`config.mk`:
```
export PLATFORM = sky130hd
export DESIGN_NAME = status_led_pattern_generator_core
export DESIGN_NICKNAME = d
export VERILOG_FILES = /design/src/design/slpg_pkg.sv /design/src/design/slpg_mode_led.sv /design/src/design/slpg_pulse_led.sv /design/src/design/status_led_pattern_generator_core.sv
export SDC_FILE = /design/constraint.sdc
export NUM_CORES = 1
export LEC_CHECK = 0
export ABC_AREA = 0
export BUFFER_PORTS_ARGS = -buffer_cell sky130_fd_sc_hd__buf_2
export CORE_MARGIN = 2
export CORE_UTILIZATION = 53
export CTS_CLUSTER_DIAMETER = 200
export DETAILED_ROUTE_END_ITERATION = 8
export GPL_ROUTABILITY_DRIVEN = 0
export PLACE_DENSITY_LB_ADDON = 0.3
export SYNTH_ARGS = -nofsm -noshare
export SYNTH_HDL_FRONTEND = slang
export SYNTH_SLANG_ARGS = --single-unit
```
`constraint.sdc`:
```
create_clock -name clk -period 8.1 [get_ports clk]
set_clock_uncertainty 0.1 [all_clocks]
set_input_delay 1.62 -clock clk [delete_from_list [all_inputs] [get_ports clk]]
set_output_delay 1.62 -clock clk [all_outputs]
set_load 0.01 [all_outputs]
```
`src/design/slpg_pkg.sv`:
```
// Shared types and constants for the status LED pattern generator.
`default_nettype none

package slpg_pkg;

  // LED pattern modes for the heartbeat and link LEDs.
  typedef enum logic [1:0] {
    MODE_OFF    = 2'd0,
    MODE_NORMAL = 2'd1,
    MODE_WAIT   = 2'd2,
    MODE_ERROR  = 2'd3
  } led_mode_t;

  localparam int unsigned PERIOD_W     = 16;
  localparam int unsigned MODE_CNT_W   = 7;
  localparam int unsigned PULSE_CNT_W  = 4;

  localparam logic [PERIOD_W-1:0]    PERIOD_RESET   = 16'd10;
  // Actions a short blink stays lit, and the blink interval in normal mode.
  localparam logic [MODE_CNT_W-1:0]  BLINK_ON_LAST  = 7'd2;
  localparam logic [MODE_CNT_W-1:0]  NORMAL_LIMIT   = 7'd100;
  // Toggle intervals in wait mode.
  localparam logic [MODE_CNT_W-1:0]  HB_WAIT_LIMIT  = 7'd5;
  localparam logic [MODE_CNT_W-1:0]  LINK_WAIT_LIMIT = 7'd30;
  // Double blink frame in error mode: lit on counts 1, 2, 10 and 11.
  localparam logic [MODE_CNT_W-1:0]  ERR_ON_A       = 7'd1;
  localparam logic [MODE_CNT_W-1:0]  ERR_ON_B       = 7'd2;
  localparam logic [MODE_CNT_W-1:0]  ERR_ON_C       = 7'd10;
  localparam logic [MODE_CNT_W-1:0]  ERR_ON_D       = 7'd11;
  localparam logic [MODE_CNT_W-1:0]  ERR_FRAME      = 7'd30;
  // Delay of a requested pulse, and how long it stays lit.
  localparam logic [PULSE_CNT_W-1:0] PULSE_DELAY    = 4'd10;
  localparam logic [PULSE_CNT_W-1:0] PULSE_ON_LAST  = 4'd2;

  // Per-request control from the pipeline to the LED units.
  typedef struct packed {
    logic step;  // a request moves into the output register this cycle
    logic fire;  // the prescaler fires an action for that request
  } slpg_ctrl_t;

endpackage

`default_nettype wire

```
`src/design/slpg_mode_led.sv`:
```
// Mode-driven LED: pattern counter and LED level for heartbeat or link.
`default_nettype none

module slpg_mode_led import slpg_pkg::*; #(
  parameter logic [6:0] WAIT_LIMIT = 7'd5
) (
  input  wire logic                  clk,
  input  wire logic                  rst,
  input  wire slpg_ctrl_t            ctrl,
  input  wire logic [1:0]            mode,
  output logic                       led
);

  logic [MODE_CNT_W-1:0] count;
  logic [MODE_CNT_W-1:0] count_next;
  logic [MODE_CNT_W-1:0] err_count;
  logic                  led_next;

  assign err_count = count + 7'd1;

  // One pattern action, applied only when the prescaler fires.
  always_comb begin
    count_next = count;
    led_next   = led;
    if (ctrl.step && ctrl.fire) begin
      unique case (led_mode_t'(mode))
        MODE_OFF: begin
          led_next = 1'b0;
        end
        MODE_NORMAL: begin
          if (count > BLINK_ON_LAST) led_next = 1'b0;
          if (count < NORMAL_LIMIT) begin
            count_next = count + 7'd1;
          end else begin
            count_next = '0;
            led_next   = ~led_next;
          end
        end
        MODE_WAIT: begin
          if (count < WAIT_LIMIT) begin
            count_next = count + 7'd1;
          end else begin
            count_next = '0;
            led_next   = ~led;
          end
        end
        MODE_ERROR: begin
          led_next = (err_count == ERR_ON_A) || (err_count == ERR_ON_B) ||
                     (err_count == ERR_ON_C) || (err_count == ERR_ON_D);
          count_next = (err_count >= ERR_FRAME) ? '0 : err_count;
        end
        default: begin
          count_next = count;
        end
      endcase
    end
  end

  // Counter and LED level registers.
  always_ff @(posedge clk) begin
    if (rst) begin
      count <= '0;
      led   <= 1'b0;
    end else begin
      count <= count_next;
      led   <= led_next;
    end
  end

endmodule

`default_nettype wire

```
`src/design/slpg_pulse_led.sv`:
```
// Request-driven LED: latches a request and gives a delayed one-action pulse.
`default_nettype none

module slpg_pulse_led import slpg_pkg::*; (
  input  wire logic       clk,
  input  wire logic       rst,
  input  wire slpg_ctrl_t ctrl,
  input  wire logic       request,
  output logic            led
);

  logic                   pending;
  logic                   pending_next;
  logic [PULSE_CNT_W-1:0] count;
  logic [PULSE_CNT_W-1:0] count_next;
  logic                   led_next;

  // Pulse action first, then the request of the same tick is latched.
  always_comb begin
    pending_next = pending;
    count_next   = count;
    led_next     = led;
    if (ctrl.step && ctrl.fire) begin
      if (!pending) begin
        led_next = 1'b0;
      end else begin
        if (count > PULSE_ON_LAST) led_next = 1'b0;
        if (count < PULSE_DELAY) begin
          count_next = count + 4'd1;
        end else begin
          count_next   = '0;
          pending_next = 1'b0;
          led_next     = ~led_next;
        end
      end
    end
    if (ctrl.step && request) pending_next = 1'b1;
  end

  // Pending flag, delay counter and LED level registers.
  always_ff @(posedge clk) begin
    if (rst) begin
      pending <= 1'b0;
      count   <= '0;
      led     <= 1'b0;
    end else begin
      pending <= pending_next;
      count   <= count_next;
      led     <= led_next;
    end
  end

  // The delay counter only runs while a request is pending.
  assert property (@(posedge clk) disable iff (rst) !pending |-> count == '0)
    else $error("pulse counter nonzero with no request pending");

  // The counter never passes the pulse delay.
  assert property (@(posedge clk) disable iff (rst) count <= PULSE_DELAY)
    else $error("pulse counter out of range");

endmodule

`default_nettype wire

```
`src/design/status_led_pattern_generator_core.sv`:
```
// Top level of the status LED pattern generator.
//
// Usage: each request on the s_ channel is one millisecond tick carrying the
// heartbeat mode, link mode and two event requests. Every tick gives exactly
// one response on the m_ channel with the four LED levels and a flag that
// tells whether the tick performed a pattern action. The prescaler fires an
// action once tick_period ticks have passed; tick_period is written through
// cfg_we/cfg_wdata, the user must write it only while the block is idle (the
// block itself does not enforce this), and 0 fires on every tick. A request
// is held in the input register and moves into the output register once the
// output side is free. Throughput: one request per cycle while m_tready is
// high, set by the single pass through the prescaler compare and LED counters
// between the two registers. Reset: all counters, pending requests and LEDs
// clear, tick_period returns to 10 and both registers empty. When m_tready is
// low the response holds, the input register still takes one more request,
// then s_tready drops.
`default_nettype none

module status_led_pattern_generator_core import slpg_pkg::*; (
  input  wire logic        clk,
  input  wire logic        rst,
  input  wire logic        cfg_we,
  input  wire logic [15:0] cfg_wdata,   // tick_period
  input  wire logic        s_tvalid,
  output logic             s_tready,
  // [1:0] hb_mode, [3:2] link_mode, [4] mems_request, [5] send_request
  input  wire logic [7:0]  s_tdata,
  output logic             m_tvalid,
  input  wire logic        m_tready,
  // [0] hb_led, [1] mems_led, [2] link_led, [3] send_led, [4] action_fired
  output logic [7:0]       m_tdata
);

  logic [PERIOD_W-1:0] tick_period;
  logic [PERIOD_W-1:0] prescale_count;
  logic [PERIOD_W:0]   prescale_inc;
  logic                in_valid;
  logic [5:0]          in_data;
  logic                out_valid;
  logic                out_fired;
  logic                advance;
  slpg_ctrl_t          ctrl;
  logic                hb_led;
  logic                mems_led;
  logic                link_led;
  logic                send_led;

  // Configuration register.
  always_ff @(posedge clk) begin
    if (rst) begin
      tick_period <= PERIOD_RESET;
    end else if (cfg_we) begin
      tick_period <= cfg_wdata;
    end
  end

  // Pipeline handshake: the input register moves on when the output is free.
  assign advance  = in_valid && (!out_valid || m_tready);
  assign s_tready = !in_valid || advance;

  // Input register.
  always_ff @(posedge clk) begin
    if (rst) begin
      in_valid <= 1'b0;
    end else if (s_tready) begin
      in_valid <= s_tvalid;
    end
  end

  always_ff @(posedge clk) begin
    if (s_tready && s_tvalid) in_data <= s_tdata[5:0];
  end

  // Prescaler: an action fires once the incremented count reaches the period.
  assign prescale_inc = {1'b0, prescale_count} + 17'd1;
  assign ctrl.step    = advance;
  assign ctrl.fire    = prescale_inc >= {1'b0, tick_period};

  always_ff @(posedge clk) begin
    if (rst) begin
      prescale_count <= '0;
    end else if (advance) begin
      prescale_count <= ctrl.fire ? '0 : prescale_inc[PERIOD_W-1:0];
    end
  end

  // LED units; their level registers form the output register payload.
  slpg_mode_led #(.WAIT_LIMIT(HB_WAIT_LIMIT)) u_hb (
    .clk(clk), .rst(rst), .ctrl(ctrl), .mode(in_data[1:0]), .led(hb_led)
  );

  slpg_pulse_led u_mems (
    .clk(clk), .rst(rst), .ctrl(ctrl), .request(in_data[4]), .led(mems_led)
  );

  slpg_mode_led #(.WAIT_LIMIT(LINK_WAIT_LIMIT)) u_link (
    .clk(clk), .rst(rst), .ctrl(ctrl), .mode(in_data[3:2]), .led(link_led)
  );

  slpg_pulse_led u_send (
    .clk(clk), .rst(rst), .ctrl(ctrl), .request(in_data[5]), .led(send_led)
  );

  // Output register control and action flag.
  always_ff @(posedge clk) begin
    if (rst) begin
      out_valid <= 1'b0;
      out_fired <= 1'b0;
    end else if (advance) begin
      out_valid <= 1'b1;
      out_fired <= ctrl.fire;
    end else if (m_tready) begin
      out_valid <= 1'b0;
    end
  end

  assign m_tvalid = out_valid;
  assign m_tdata  = {3'b000, out_fired, send_led, link_led, mems_led, hb_led};

  // A fired action leaves the prescaler at zero until the next request moves.
  assert property (@(posedge clk) disable iff (rst)
                   out_valid && out_fired |-> prescale_count == '0)
    else $error("prescaler not cleared after an action");

  // LED levels only change when a request moves into the output register.
  assert property (@(posedge clk) disable iff (rst)
                   !advance |=> $stable(m_tdata[3:0]))
    else $error("LED levels changed without a request");

  // A held request never waits on an empty output register.
  assert property (@(posedge clk) disable iff (rst)
                   in_valid && !out_valid |-> advance)
    else $error("input register stalled with output empty");

  // Every moved request produces a response.
  assert property (@(posedge clk) disable iff (rst) advance |=> out_valid)
    else $error("request moved without a response");

endmodule

`default_nettype wire

```
==> impl_metrics.ini, run 1 <==
[cts]
cts_resized = 0
clkTransAtPathRegs_ns = 0.07
numCtsBuffers = 9
cts_setup_buffers = 0
clk_latency_ns = 0.34
cts.htree.levels = 3
cts_sinks = 69
ctsHoldBuffers = 0
cts_tree = built
clockRootBuffer = clkbuf_8
cts_buffer_depth = 2

[sta]
slew_headroom = 0.301
fin_crit_sh = 0.519
worst_pin_slew_ns = 1.04
hold_viol_final = 0
maxSlewViolCount = 0
fin_hold_ws_ns = 0.393
fin_crit_ns = 4.21
timing.setup.tns_ns = 0
rsz0062_at_grt = no
setup_viol = 0
setup_slack_ns = 3.89
fmax_ghz = 0.238

[final_layout]
diodes = 0
final_util = 0.577
drive_gt1_frac = 0.117
fin_nets = 601
area_delta_synth_final_pct = 6.96

[job]
drv_cap = 0

[critical_path]
crit_type = reg -> reg
critPathRequiredTime_ns = 8.27
endpoint_kind = flop
worst_setup_path_start_kind = flop
cp_data_arrival_time_ns = 4.38
worstPathMaxFanout = 50

[drt]
viasPerCell = 6.06
antenna_left = 0
wire_per_inst_um = 14.8
finalWirelength_um = 9660
drt_iter0_drc = 250
num_vias = 3963
drtPass1Iterations = 5
drc = 0

[synthesis]
ys_seq_elements = 69
synth_top_cell_by_area = dfxtp_1
synth_edf_count = 6
syn_area_um2 = 4370
ys_async_sr_fraction = 0
synthDistinctLibCells = 64
synth_warnings = 0
synth_top_cell_area_share = 0.289
seq_area_frac_synth = 0.330
synth_cells = 534
synth.most_common_cell = dfxtp_1
synth_area_leaders = dfxtp_1, ha_1, o21ai_0, mux2i_1, edfxtp_1
syn_avg_cell_area_um2 = 8.18
ys.flop_type = dfxtp_1
yosys-top-cells-count = dfxtp_1, o21ai_0, nand2_1, nor2_1, inv_1

[floorplanning]
die_y_um = 94.8
pin_count = 39
dieWidth_um = 94.8
core_um2 = 8090
start_util = 0.540
rows = 33
die_area_um2 = 8980

[placement]
hpwl_um = 6640
io_buffers = 33
place_ws_ns = 3.96

[global_route]
grt_first_pass_wirelength_um = 16400
grt.overflow.total = 0
track_usage = 0.227
grt_pass1_vias = 3741
grt_max_degree = 62
antenna_found_initial = 0

[power]
power.total_uw = 675
powerDensity_nw_per_um2 = 145
power.leakage_nw = 1.80
vdd.ir_drop.worst_mv = 0.0791

[run_status]
outcome = finished clean

[hold_path]
hp-class = reg -> reg
-- cell families after synthesis --
group	share of synthesized area
AO/OA/AOI/OAI	0.195
other	0.000859
multiplexers	0.0461
AND/OR/NAND/NOR	0.235
buffers and inverters	0.0748
adder cells (fa/ha/maj)	0.0802
XOR/XNOR	0.0381
flip-flops	0.330
-- layout make-up --
type                            instances  area, um^2
Clock buffer                           12         155
Clock inverter                          4        22.5
Fill cell                             763        3420
Inverter                               31         116
Multi-Input combinational cell        397        2620
Sequential cell                        69        1440
Tap cell                              105         131
Timing Repair Buffer                   36         188
-- path summary, 6_finish.rpt --
kind	start	end	slack, ns	cells past startpoint
worst max-delay path	prescale_count[0]	u_mems.count[1]	3.89	13
worst min-delay path	u_link.led	u_link.led	0.39	2
worst max register to register	prescale_count[0]	u_mems.count[1]	3.89	13
worst min register to register	u_link.led	u_link.led	0.39	2
-- state kept, by name (all words and copies together), names as in the netlist --
name            cells
in_data             6
in_valid            1
m_tvalid            1
out_fired           1
prescale_count     16
tick_period        16
u_hb.count          7
u_hb.led            1
u_link.count        7
u_link.led          1
u_mems.count        4
u_mems.led          1
u_mems.pending      1
u_send.count        4
u_send.led          1
u_send.pending      1
-- cells in the final DEF, fill, tap and decap left out, types with 9 or more instances in the layout --
master	instances
mux2i_1	19
nand3_1	27
a211oi_1	12
dfxtp_1	63
a21oi_1	28
xnor2_1	10
nor3_1	14
o21ai_0	44
xor2_1	9
nand4_1	12
clkbuf_8	11
nor2_1	39
ha_1	28
inv_1	31
buf_2	33
nand2_1	39
-- power breakdown --
| part | switching, mW | internal (mW) | leakage [nW] |
|---|---|---|---|
| Combinational | 0.0385 | 0.0227 | 1.14 |
| Sequential | 0.00608 | 0.353 | 0.570 |
| Clock | 0.129 | 0.126 | 0.0921 |
| Total | 0.173 | 0.502 | 1.80 |
-- worst max-delay path, cell delays in order (launching register included) --
cell	delay (ns)
dfxtp_1	0.46
ha_1	0.31
nand4_1	0.19
nor3_1	0.54
nand3_1	0.21
xnor2_1	0.17
ha_1	0.33
nand4_1	0.10
nor4_1	0.28
or3_1	0.25
a211oi_4	0.04
buf_4	0.28
or4b_2	0.71
a21oi_1	0.15
-- stage by stage --
step	instances	area [um^2]
4_1_cts	654	4670
3_3_place_gp	638	4490
3_5_place_dp	638	4490
6_report	654	4670
2_1_floorplan	536	4380
5_1_grt	654	4670
-- metal layers --
metal,share of wire,global-route usage,vias to the layer above
met5,0,0,-
met4,0.011,0.101,0
met3,0.042,0.0335,9
met2,0.50,0.395,105
met1,0.45,0.276,1879
li1,-,-,1970
Note: power is estimated with default switching activity, not from simulation.
==> run 2, diff against run 1 <==
- clock period: 8.1 -> 4.1 ns (I/O delays scaled with it)
==> run 2 against run 1 <==
Effect of this change: register-to-register slack got worse by 3.7 ns; first-iteration DRC count increased by 2.4%; critical path depth shrank 1; via count fell by 0.13%; highest routed layer unchanged; worst setup slack worse by 3.7 ns; sequential cell count stayed put; sequential power rose by 97%; design area rose by 2.1%; fmax grew 8.5%; worst hold slack improved by 0.0011 ns; non-clock buffer count rose by 8; final cell count grew 1.2%.
==> impl_metrics.ini, run 2 (synthesis gave the netlist of run 1 again) <==
[hold_path]
hold_path_end = u_link.led
min_from = u_link.led
hp-class = reg -> reg
hold_depth = 2

[power]
power.leakage_nw = 1.85
vdd.ir_drop.worst_mv = 0.197
power.total_mw = 1.41
powerDensity_nw_per_um2 = 296

[drt]
antenna_left = 0
finalWirelength_um = 9710
drc = 0
num_vias = 3958
drt_iter0_drc = 256
wire_per_inst_um = 14.7
viasPerCell = 5.98
drtPass1Iterations = 4

[run_status]
outcome = finished clean

[final_layout]
layout_commonest_cell = dfxtp_1
diodes = 0
final_cell_mix = dfxtp_1, o21ai_0, nor2_1, nand2_1, buf_2
area_delta_synth_final_pct = 9.17
drive_gt1_frac = 0.127
post-route-cell-area_um2 = 4770
fin_nets = 609
reg.largest.list = prescale_count (16), tick_period (16)

[floorplanning]
dieWidth_um = 94.8
die_y_um = 94.8
die_area_um2 = 8980
core_um2 = 8090
rows = 33
start_util = 0.540
pin_count = 39

[cts]
cts_setup_buffers = 0
clockRootBuffer = clkbuf_8
cts_tree = built
clk_latency_ns = 0.35
cts_buffer_depth = 2
cts.htree.levels = 3
cts_resized = 0
ctsHoldBuffers = 0
cts_sinks = 69
numCtsBuffers = 9
clkTransAtPathRegs_ns = 0.08

[global_route]
grt_pass1_vias = 3716
grt.overflow.total = 0
grt_first_pass_wirelength_um = 16200
antenna_found_initial = 0
track_usage = 0.226
grt_max_degree = 61

[sta]
fin_crit_sh = 0.945
timing.setup.tns_ns = 0
maxSlewViolCount = 0
worst_pin_slew_ns = 0.994
fin_hold_ws_ns = 0.394
hold_viol_final = 0
rsz0062_at_grt = no
fmax_ghz = 0.258
fin_crit_ns = 3.88
setup_viol = 0
slew_headroom = 0.330

[critical_path]
reg2regPathDepth = 12
path_cells = nand3_1 > nor4_1 > and3_1 > and3_1 > xor2_1 > ha_1 > nand4_1 > nor4_1 > or3_1 > a211o_1 > nand3_1 > mux2_2
cp_data_arrival_time_ns = 4.02
critPathRequiredTime_ns = 4.24
crit_type = reg -> reg
endpoint_kind = flop
crit_path_start = prescale_count[0]
worstPathMaxFanout = 11
regToRegSetupSlack_ns = 0.22
rr_startpoint = prescale_count[0]
critPathMaxStageDelay_ns = 0.46
cp_slowest_cell = dfxtp_1
rr_endpoint = u_send.count[0]
worst_setup_path_start_kind = flop

[job]
drv_cap = 0

[placement]
hpwl_um = 6720
io_buffers = 33
place_area_um2 = 4570
==> run 2: power breakdown <==
group	switching, mW	internal, mW	leakage (nW)
registers	0.0125	0.697	0.570
clock network	0.266	0.311	0.100
logic	0.0765	0.0461	1.18
==> run 2: area by class of cell <==
| type | count | area (um^2) |
|---|---|---|
| flip-flops and latches | 69 | 1440 |
| clock inverters | 4 | 46.3 |
| inverters | 31 | 116 |
| clock buffers | 12 | 155 |
| fillers | 747 | 3320 |
| repair buffers | 44 | 260 |
| well taps | 105 | 131 |
| multi-input cells | 397 | 2620 |
==> run 2: stage by stage <==
stage / std cells / worst slack, ns / utilization
4_1_cts: 662 / 0.242 / 0.589
6_report: 662 / 0.224 / 0.589
5_1_grt: 662 / 0.0362 / 0.589
3_3_place_gp: 646 / 0.339 / 0.564
2_1_floorplan: 536 / 0.763 / -
3_5_place_dp: 646 / 0.259 / 0.564
==> run 2: worst max-delay path by stage <==
stage / end / slack [ns]
2_1_floorplan: u_hb.count[3] / 0.76
3_3_place_gp: u_send.count[0] / 0.34
3_5_place_dp: u_send.count[0] / 0.26
4_1_cts: u_send.count[0] / 0.24
5_1_grt: u_send.count[2] / 0.04
6_report: u_send.count[0] / 0.22
==> run 2: worst max-delay path: cells and delay by family, from the launching register on <==
family	cells	cell delay (ns)
muxes	1	0.35
xor gates and xnor gates	1	0.21
and+or+nand+nor	8	1.88
DFF	1	0.46
AOI/OAI and AO/OA	1	0.45
adders and majority gates	1	0.30
==> run 2: layer usage <==
layer	vias to the layer above	track usage	share of wire
met5	-	0	0
met4	0	0.0978	0.013
met3	11	0.0359	0.043
met2	94	0.399	0.49
met1	1860	0.270	0.45
li1	1993	-	-
